[config.mk]
export PLATFORM = sky130hd
export DESIGN_NAME = tcw_engine
export DESIGN_NICKNAME = d
export VERILOG_FILES = /design/src/design/tcw_pkg.sv /design/src/design/tcw_engine.sv
export SDC_FILE = /design/constraint.sdc
export NUM_CORES = 1
export LEC_CHECK = 0
export BUFFER_PORTS_ARGS = -buffer_cell sky130_fd_sc_hd__buf_2
export CAP_MARGIN = 40
export CORE_UTILIZATION = 55
export DETAILED_ROUTE_END_ITERATION = 16
export PLACE_DENSITY = 0.85
export SLEW_MARGIN = 20
export SYNTH_ARGS = -nofsm -noshare
export SYNTH_HDL_FRONTEND = slang
export SYNTH_SLANG_ARGS = --single-unit
[constraint.sdc]
create_clock -name clk -period 3.7 [get_ports clk]
set_clock_uncertainty 0.1 [all_clocks]
set_input_delay 0.37 -clock clk [delete_from_list [all_inputs] [get_ports clk]]
set_output_delay 0.37 -clock clk [all_outputs]
set_load 0.01 [all_outputs]
[src/design/tcw_pkg.sv]
`default_nettype none
// ----------------------------------------------------------------------------
// tcw_pkg
// Shared types, constants and helpers of the text console writer.
// ----------------------------------------------------------------------------
package tcw_pkg;

	localparam int COLS   = 80;
	localparam int ROWS   = 25;
	localparam int CELLS  = COLS * ROWS;

	localparam int COL_W  = 7;
	localparam int ROW_W  = 5;
	localparam int ADDR_W = 11;
	localparam int CELL_W = 16;

	localparam logic [ADDR_W-1:0] CELL_LAST  = ADDR_W'(CELLS - 1);
	localparam logic [ADDR_W-1:0] CELL_END   = ADDR_W'(CELLS);
	localparam logic [ADDR_W-1:0] BOTTOM_ROW = ADDR_W'(CELLS - COLS);
	localparam logic [ADDR_W-1:0] ROW_STEP   = ADDR_W'(COLS);

	// ceil(2^16 / m): exact quotient of any byte for every modulus below 256
	localparam logic [16:0] COL_RECIP = 17'((65536 + COLS - 1) / COLS);
	localparam logic [16:0] ROW_RECIP = 17'((65536 + ROWS - 1) / ROWS);

	typedef enum logic [1:0] {
		ACT_PUT    = 2'd0,
		ACT_CLEAR  = 2'd1,
		ACT_SETCUR = 2'd2,
		ACT_READ   = 2'd3
	} action_t;

	localparam logic [7:0] CH_BS    = 8'h08;
	localparam logic [7:0] CH_TAB   = 8'h09;
	localparam logic [7:0] CH_LF    = 8'h0A;
	localparam logic [7:0] CH_CR    = 8'h0D;
	localparam logic [7:0] CH_SPACE = 8'h20;
	localparam logic [7:0] CH_LAST  = 8'h7F;

	localparam logic REG_FG = 1'b0;
	localparam logic REG_BG = 1'b1;

	typedef struct packed {
		logic              we;
		logic [ADDR_W-1:0] waddr;
		logic [CELL_W-1:0] wdata;
		logic              re;
		logic [ADDR_W-1:0] raddr;
	} ram_req_t;

	typedef struct packed {
		logic [CELL_W-1:0] data;
		logic [COL_W-1:0]  col;
		logic [ROW_W-1:0]  row;
		logic [ADDR_W-1:0] offset;
	} result_t;

	function automatic logic [ADDR_W-1:0] cell_offset(input logic [ROW_W-1:0] row,
		input logic [COL_W-1:0] col);
		return ADDR_W'(row) * ROW_STEP + ADDR_W'(col);
	endfunction

	// remainder by a constant modulus: quotient by reciprocal multiply, then one subtract
	function automatic logic [7:0] mod_const(input logic [7:0] v, input logic [16:0] recip,
		input logic [7:0] m);
		logic [23:0] p;
		logic [7:0]  q;
		logic [15:0] r;
		p = 24'(v) * 24'(recip);
		q = p[23:16];
		r = 16'(v) - 16'(q) * 16'(m);
		return r[7:0];
	endfunction

endpackage
`default_nettype wire

[src/design/tcw_engine.sv]
`default_nettype none
// ----------------------------------------------------------------------------
// tcw_engine
// Cursor registers, action sequencer, clear and scroll sweeps, result register.
// ----------------------------------------------------------------------------
module tcw_engine
	import tcw_pkg::*;
(
	input  wire logic              clk,
	input  wire logic              arst_n,
	input  wire logic              in_valid,
	output      logic              in_stall,
	input  wire logic [1:0]        action,
	input  wire logic [7:0]        char_code,
	input  wire logic [7:0]        new_col,
	input  wire logic [7:0]        new_row,
	input  wire logic [ADDR_W-1:0] read_address,
	input  wire logic [7:0]        attr,
	output      ram_req_t          ram,
	input  wire logic [CELL_W-1:0] rd_data,
	output      logic              out_valid,
	input  wire logic              out_stall,
	output      result_t           res
);

	typedef enum logic [3:0] {
		ST_IDLE   = 4'b0001,
		ST_FINISH = 4'b0010,
		ST_CLEAR  = 4'b0100,
		ST_SCROLL = 4'b1000
	} state_t;

	state_t            state_q;
	logic [COL_W-1:0]  col_q;
	logic [ROW_W-1:0]  row_q;
	logic [ADDR_W-1:0] ptr_q;
	logic              cell_sel_q;
	logic              out_valid_q;
	result_t           res_q;

	logic              wr_v_s1;
	logic [ADDR_W-1:0] wr_addr_s1;
	logic              blank_s1;

	logic              accept;
	action_t           act;
	logic [CELL_W-1:0] blank;
	logic [ADDR_W-1:0] cur_idx;
	logic              out_free;
	logic [7:0]        set_col;
	logic [7:0]        set_row;

	logic [COL_W-1:0]  pc_col;
	logic [ROW_W:0]    pc_row;
	logic              pc_write;
	logic              pc_scroll;

	assign accept   = in_valid && (state_q == ST_IDLE);
	assign in_stall = (state_q != ST_IDLE);
	assign act      = action_t'(action);
	assign blank    = {attr, CH_SPACE};
	assign cur_idx  = cell_offset(row_q, col_q);
	assign out_free = !out_valid_q || !out_stall;
	assign set_col  = mod_const(new_col, COL_RECIP, 8'(COLS));
	assign set_row  = mod_const(new_row, ROW_RECIP, 8'(ROWS));

	// cursor motion of put char, including wrap and the scroll decision
	always_comb begin
		pc_col    = col_q;
		pc_row    = {1'b0, row_q};
		pc_write  = 1'b0;
		pc_scroll = 1'b0;
		case (char_code)
			CH_BS: begin
				if (col_q != '0) begin
					pc_col = col_q - COL_W'(1);
				end
			end
			CH_TAB: pc_col = (col_q + COL_W'(8)) & ~COL_W'(7);
			CH_CR:  pc_col = '0;
			CH_LF: begin
				pc_col = '0;
				pc_row = pc_row + (ROW_W+1)'(1);
			end
			default: begin
				if (char_code >= CH_SPACE && char_code <= CH_LAST) begin
					pc_write = (cur_idx < CELL_END);
					pc_col   = col_q + COL_W'(1);
				end
			end
		endcase
		if (pc_col >= COL_W'(COLS)) begin
			pc_col = '0;
			pc_row = pc_row + (ROW_W+1)'(1);
		end
		if (pc_row >= (ROW_W+1)'(ROWS)) begin
			pc_scroll = 1'b1;
			pc_row    = (ROW_W+1)'(ROWS - 1);
		end
	end

	always_comb begin
		ram = '0;
		if (accept && act == ACT_PUT && pc_write) begin
			ram.we    = 1'b1;
			ram.waddr = cur_idx;
			ram.wdata = {attr, char_code};
		end
		if (accept && act == ACT_READ && read_address < CELL_END) begin
			ram.re    = 1'b1;
			ram.raddr = read_address;
		end
		if (state_q == ST_CLEAR) begin
			ram.we    = 1'b1;
			ram.waddr = ptr_q;
			ram.wdata = blank;
		end
		if (state_q == ST_SCROLL && ptr_q < BOTTOM_ROW) begin
			ram.re    = 1'b1;
			ram.raddr = ptr_q + ROW_STEP;
		end
		if (wr_v_s1) begin
			ram.we    = 1'b1;
			ram.waddr = wr_addr_s1;
			ram.wdata = blank_s1 ? blank : rd_data;
		end
	end

	always_ff @(posedge clk or negedge arst_n) begin
		if (!arst_n) begin
			state_q     <= ST_IDLE;
			col_q       <= '0;
			row_q       <= '0;
			ptr_q       <= '0;
			wr_v_s1     <= 1'b0;
			out_valid_q <= 1'b0;
		end else begin
			if (state_q == ST_FINISH && out_free) begin
				out_valid_q <= 1'b1;
			end else if (!out_stall) begin
				out_valid_q <= 1'b0;
			end
			case (state_q)
				ST_IDLE: begin
					if (accept) begin
						ptr_q <= '0;
						case (act)
							ACT_PUT: begin
								col_q   <= pc_col;
								row_q   <= pc_row[ROW_W-1:0];
								state_q <= pc_scroll ? ST_SCROLL : ST_FINISH;
							end
							ACT_CLEAR: state_q <= ST_CLEAR;
							ACT_SETCUR: begin
								col_q   <= set_col[COL_W-1:0];
								row_q   <= set_row[ROW_W-1:0];
								state_q <= ST_FINISH;
							end
							default: state_q <= ST_FINISH;
						endcase
					end
				end
				ST_CLEAR: begin
					ptr_q <= ptr_q + ADDR_W'(1);
					if (ptr_q == CELL_LAST) begin
						state_q <= ST_FINISH;
					end
				end
				ST_SCROLL: begin
					if (ptr_q != CELL_END) begin
						wr_v_s1 <= 1'b1;
						ptr_q   <= ptr_q + ADDR_W'(1);
					end else begin
						// drain the last write-back
						wr_v_s1 <= 1'b0;
						state_q <= ST_FINISH;
					end
				end
				ST_FINISH: begin
					if (out_free) begin
						state_q <= ST_IDLE;
					end
				end
				default: state_q <= ST_IDLE;
			endcase
		end
	end

	always_ff @(posedge clk) begin
		if (accept) begin
			cell_sel_q <= (act == ACT_READ) && (read_address < CELL_END);
		end
		if (state_q == ST_SCROLL) begin
			wr_addr_s1 <= ptr_q;
			blank_s1   <= (ptr_q >= BOTTOM_ROW);
		end
		if (state_q == ST_FINISH && out_free) begin
			res_q.data   <= cell_sel_q ? rd_data : '0;
			res_q.col    <= col_q;
			res_q.row    <= row_q;
			res_q.offset <= cur_idx;
		end
	end

	assign out_valid = out_valid_q;
	assign res       = res_q;

	a_accept_leaves_idle: assert property (@(posedge clk) disable iff (!arst_n)
		(in_valid && !in_stall) |=> (state_q != ST_IDLE))
		else $error("accepted transfer did not start work");

	a_write_in_range: assert property (@(posedge clk) disable iff (!arst_n)
		ram.we |-> (ram.waddr < CELL_END))
		else $error("screen write outside the cell range");

	a_wb_only_in_scroll: assert property (@(posedge clk) disable iff (!arst_n)
		wr_v_s1 |-> (state_q == ST_SCROLL))
		else $error("scroll write-back outside the scroll sweep");

	a_no_rw_collision: assert property (@(posedge clk) disable iff (!arst_n)
		(ram.we && ram.re) |-> (ram.waddr != ram.raddr))
		else $error("read and write of the same cell in one cycle");

	a_result_from_finish: assert property (@(posedge clk) disable iff (!arst_n)
		$rose(out_valid_q) |-> $past(state_q == ST_FINISH))
		else $error("result loaded outside the finish step");

endmodule
`default_nettype wire

### Yosys cells after proc, flatten, opt, wreduce, memory -nomap -nowiden

Index checks and enable logic that the tools add are counted.

| word-level totals | value |
|---|---|
| bits of input ports | 65 |
| register bits | 81 |
| output and inout bits | 81 |
| word-level logic and storage cells | 108 |

| operators by class | value |
|---|---|
| mux-type cells | 31 |
| reductions and logical operators | 21 |
| $add $sub $neg | 10 |
| multipliers | 5 |
| order comparisons | 8 |
| eq/ne operators | 20 |

Operators by type and width:

| kind | count |
|---|---|
| $mux W28 | 3 |
| $lt A11 B11 Y1 const B | 3 |
| $pmux W11 S3 | 1 |
| $eq A8 B4 Y1 const B | 4 |
| $mux W12 | 2 |
| $mux W11 | 2 |
| $mux W7 | 3 |
| $pmux W7 S3 | 1 |
| $mux W4 | 5 |
| $mul A8 B11 Y19 const B | 1 |
| $mul A8 B8 Y16 const B | 1 |
| $mux W16 | 1 |
| $pmux W4 S4 | 1 |
| $pmux W7 S2 | 1 |
| $mux W6 | 2 |
| $add A11 B1 Y11 const B | 1 |
| $add A11 B7 Y11 | 1 |
| $add A11 B7 Y11 const B | 1 |
| $eq A11 B11 Y1 const B | 1 |
| $ge A11 B11 Y1 const B | 1 |
| $ne A11 B11 Y1 const B | 1 |
| $pmux W5 S2 | 1 |
| $logic_and A1 B1 Y1 | 9 |
| $ge A8 B6 Y1 const B | 1 |
| 35 further kinds | 47 |

### Longest topological paths before layout

| logic depth | value |
|---|---|
| depth in word-level cells | 12 |
| mapped depth | 23 |
| gate-level depth less buffers | 23 |

### Worst setup path before layout

No wires, ideal clock.

| path | value |
|---|---|
| path kind | input -> register |
| from | input new_row[5] |
| to | register row_q[4] |
| data arrival time | 5504 ps |
| slack | -2028 ps |
| path buffers | 0 |
| setup time | 124 ps |
| stages on the path | 22 |
| data required time | 3476 ps |
| cells stage by stage | fa_1 > inv_1 > fa_1 > fa_1 > inv_1 > ha_1 > ha_1 > o211ai_1 > nor3_1 > o41ai_1 > a31oi_1 > xor2_1 > ha_1 > inv_1 > fa_1 > inv_1 > fa_1 > nor2b_1 > nor3b_1 > xnor2_1 > xnor3_1 > o31a_1 |

| on the way | value |
|---|---|
| longest elaborated chain between the ends | 4 |

Ends and longest elaborated chain:

| element | RTL line | text |
|---|---|---|
| from (decl) | tcw_engine.sv:16 | `input wire logic [7:0] new_row,` |
| $mul A8 B11 Y19 | tcw_pkg.sv:69 | `p = 24'(v) * 24'(recip);` |
| $mul A4 B5 Y5 | tcw_pkg.sv:71 | `r = 16'(v) - 16'(q) * 16'(m);` |
| $sub A5 B5 Y5 | tcw_pkg.sv:71 |  |
| $pmux W5 S2 | tcw_engine.sv:147 | `case (act)` |
| to (signal assigned) | tcw_engine.sv:150 | `row_q <= pc_row[ROW_W-1:0];` |
| to (signal assigned) | tcw_engine.sv:156 | `row_q <= set_row[ROW_W-1:0];` |
| to (decl) | tcw_engine.sv:35 | `logic [ROW_W-1:0] row_q;` |

Every way passes these cells.
A chain may end at the register's enable or synchronous reset.

### Final worst setup path

| path | value |
|---|---|
| from | input new_row[6] |
| to | register row_q[4] |

Same word-level chain as after synthesis.

==> flow_metrics.env <==
export IMPL_ys_ff_latch=77
export IMPL_synth_cell_types=81
export IMPL_antenna_violating_nets_post_route=0
export IMPL_power_leakage_nw=4.92
export IMPL_slew_viol_final=0
export IMPL_ys_seq_area_share_pct=27.4
export IMPL_worst_endpoint_arrival_ns=5.90
export IMPL_rr_worst_depth=10
export IMPL_core_um2=14000
export IMPL_status="finished with violations"
export IMPL_dominant_combinational_cell_family_by_area_after_synthesis="adder cells"
export IMPL_hold_path_class="input port to register"
export IMPL_yosysTopAreaCellShare_pct=18.8
export IMPL_clkTransAtPathRegs_ns=0.06
export IMPL_reg2reg_setup_slack_ns=0.41
export IMPL_min_period_over_period_pct=156
export IMPL_critPathLaunchType="input port"
export IMPL_layout_common_cells="buf_2, ha_1, inv_1"
export IMPL_wl_per_cell_um=18.6
export IMPL_powerDensity_nw_per_um2=615
export IMPL_relSlewSlack_pct=41.8
export IMPL_power_total_mw=6.29
export IMPL_cp_num_cells=24
export IMPL_gp_congestion=0.942
export IMPL_cts_tree="built"
export IMPL_root_buffer="clkbuf_16"
export IMPL_timing_critical_path_fanout_max=3
export IMPL_areaGrowthSynthToFinish_pct=29.3
export IMPL_worst_hold_path_num_cells=3
export IMPL_hold_path_endpoint="out_valid$_DFFE_PN0P_"
export IMPL_maximum_number_of_pins_on_one_net_before_global_route_repair=48
export IMPL_number_of_antenna_repair_diodes=0
export IMPL_setup_tns_final_ns=-10.04
export IMPL_synth_cell_area_um2=7920
export IMPL_io_pins=146
export IMPL_synth_enable_flop_cells=48
export IMPL_placed_cells_incl_taps=1213
export IMPL_critical_path_slowest_cell="fa_2"
export IMPL_r2r_start="col_q[4]$_DFFE_PN0P_"
export IMPL_yosys_area_top_type="ha_1"
export IMPL_post_synth_mux_area_share_pct=2.01
export IMPL_final_min_clock_period_ns=5.76
export IMPL_synth_async_sr_flop_share_pct=37.7
export IMPL_cts_htree_levels=3
export IMPL_worstPathRequired_ns=3.83
export IMPL_number_of_buffers_added_by_the_clock_tree_synthesis_step=9
export IMPL_worstReg2RegEnd="row_q[2]$_DFFE_PN0P_"
export IMPL_final_setup_viol_count=19
export IMPL_end_kind="register"
export IMPL_gr_total_overflow=0
export IMPL_failed_checks="setup timing"
export IMPL_worstPathCellList="buf_8, fa_2, xor2_2, ha_2, a21oi_2, fa_1, inv_2, fa_1, ha_4, nand4_1, nor3_2, o41ai_2, a31oi_1, xor2_1, ha_2, inv_2, fa_1, inv_1, fa_2, nor2b_4, nor3b_2, xnor2_1, xnor3_1, o31a_1"
export IMPL_final_cell_count_no_fill=1250
export IMPL_timing_hold_violations_final=0
export IMPL_area_contributors_post_synth="ha_1, edfxtp_1, dfrtp_1"
export IMPL_drtPass1Iterations=5
export IMPL_detailedPlace_worstSlack_ns=-2.25
export IMPL_final_layout_size_suffix_gt1_share_pct=33.2
export IMPL_yosys_area_share_adder_pct=26.9
export IMPL_antenna_found_initial=0
export IMPL_synth_simple_gate_area_share_pct=15.7
export IMPL_clkLatencyLatePin_ns=0.34
export IMPL_synth_compound_area_share_pct=15.4
export IMPL_detail_route_iter0_violations=587
export IMPL_grt_setup_unrepaired="true"
export IMPL_syn_mean_instance_area_um2=9.23
export IMPL_die_y_um=122
export IMPL_number_of_rows_in_the_core_area=43
export IMPL_synth_net_count=1074
export IMPL_synth_xor_xnor_area_share_pct=5.37
export IMPL_clockBufferDepth=2
export IMPL_hold_ws_ns=0.215
export IMPL_num_vias=7365
export IMPL_critPathBufInv=4
export IMPL_cts_sinks=77
export IMPL_worst_setup_path_type="input port to register"
export IMPL_avgViaCountPerCell=5.89
export IMPL_critical_path_max_stage_delay_ns=0.63
export IMPL_first_global_vias=7275
export IMPL_num_nets_final=1281
export IMPL_max_cap_violations=0
export IMPL_critPathMostFrequentCell="fa_1"
export IMPL_grt_pass1_wl_um=34300
export IMPL_cp_top_family="adder cells"
export IMPL_starting_density_of_the_core_pct=56.6
export IMPL_tot_gr_track_use_pct=29.9
export IMPL_final_worst_slack_ns=-2.06
export IMPL_dp_hpwl_um=16000
export IMPL_max_freq_mhz=174
export IMPL_worstMarginPinSlew_ns=0.873
export IMPL_hold_path_startpoint="out_stall"
export IMPL_drc_errors=0
export IMPL_synth_top_flop_cell="edfxtp_1"
export IMPL_irDropWorstVdd_v=0.000331
export IMPL_dieArea_um2=14900
export IMPL_commonest_non_fill_non_tap_cell_in_the_layout="buf_2"
export IMPL_postRouteWirelength_um=23200
export IMPL_io_buffers=145
export IMPL_synthCells=858
export IMPL_synth_yosys_warnings=0
export IMPL_die_w_um=122
==> sequential cells by signal, summed over array words and instances, names as in the netlist <==
name,flops
cell_sel_q,1
wr_addr_s1,11
row_q,5
out_valid,1
res,35
ptr_q,11
wr_v_s1,1
blank_s1,1
col_q,7
state_q,4
==> what timing repair did <==
| item | CTS | global route |
|---|---|---|
| resized for setup | 43 | 72 |
| buffers inserted | 15 | 6 |
| hold buffers | 1 | 0 |
| pin swaps | 31 | 72 |
| endpoints found under the hold margin | 28 | 0 |
| setup endpoints to repair | 29 | 35 |
| cloned | 2 | 1 |
==> worst min-delay path, cell delays in order <==
cell	delay, ns
buf_2	0.14
nand2_1	0.07
nand2_1	0.04
==> layer usage <==
metal | track usage [%] | up-vias | routed length, µm
met2 | 53.5 | 360 | 11900
met1 | 34.1 | 3498 | 8800
li1 | - | 3421 | -
met3 | 4.78 | 86 | 1500
met4 | 15.8 | 0 | 1030
met5 | 0 | - | 0
==> cells in the mapped netlist (7+ instances only) <==
cell / count
inv_1: 111
o21ai_0: 52
nand4_1: 7
nand2_1: 79
xnor2_1: 27
a21oi_1: 34
fa_1: 32
and2_1: 23
nor2_1: 50
ha_1: 119
a21o_1: 11
edfxtp_1: 48
o21ai_1: 7
clkbuf_1: 30
a22oi_1: 13
xor2_1: 19
nand3_1: 16
dfrtp_1: 28
nor3_1: 11
and3_1: 8
mux2_2: 10
==> cell type report <==
| type | count | area, µm² |
|---|---|---|
| clock buffers | 9 | 225 |
| clock inverters | 7 | 120 |
| fillers | 888 | 3750 |
| inverters | 111 | 419 |
| multi-input cells | 633 | 5550 |
| flip-flops and latches | 77 | 2170 |
| well taps | 180 | 225 |
| repair buffers | 233 | 1530 |
==> power by group <==
group / switching [mW] / internal [mW]
logic: 2.18 / 1.71
clock network: 0.374 / 0.663
registers: 0.165 / 1.20
==> how the worst max path moves through the flow <==
| stage | startpoint | endpoint | slack [ns] |
|---|---|---|---|
| floorplan | new_row[7] | row_q[4]$_DFFE_PN0P_ | -1.91 |
| global placement | new_row[7] | row_q[4]$_DFFE_PN0P_ | -2.04 |
| detailed placement | new_row[7] | row_q[4]$_DFFE_PN0P_ | -2.25 |
| CTS | new_row[5] | row_q[4]$_DFFE_PN0P_ | -1.80 |
| global route | new_row[6] | row_q[4]$_DFFE_PN0P_ | -2.29 |
| finish | new_row[6] | row_q[4]$_DFFE_PN0P_ | -2.06 |
==> per-stage QoR <==
step,util (%),cell area [µm²]
final,73.2,10200
after global routing,73.2,10200
after CTS,71.6,10000
after detailed placement,66.6,9320
after global placement,66.4,9290
after floorplan,-,7970
==> kinds of logic (layout without fill, tap and decap cells) <==
family	after synthesis	count (layout)
DFF	77	77
adders and majority gates	151	151
xor gates and xnor gates	47	47
AOI/OAI and AO/OA	180	180
buffers and inverters	148	360
muxes	14	14
and+or+nand+nor	241	241
Power figures use the tool's default switching activity.
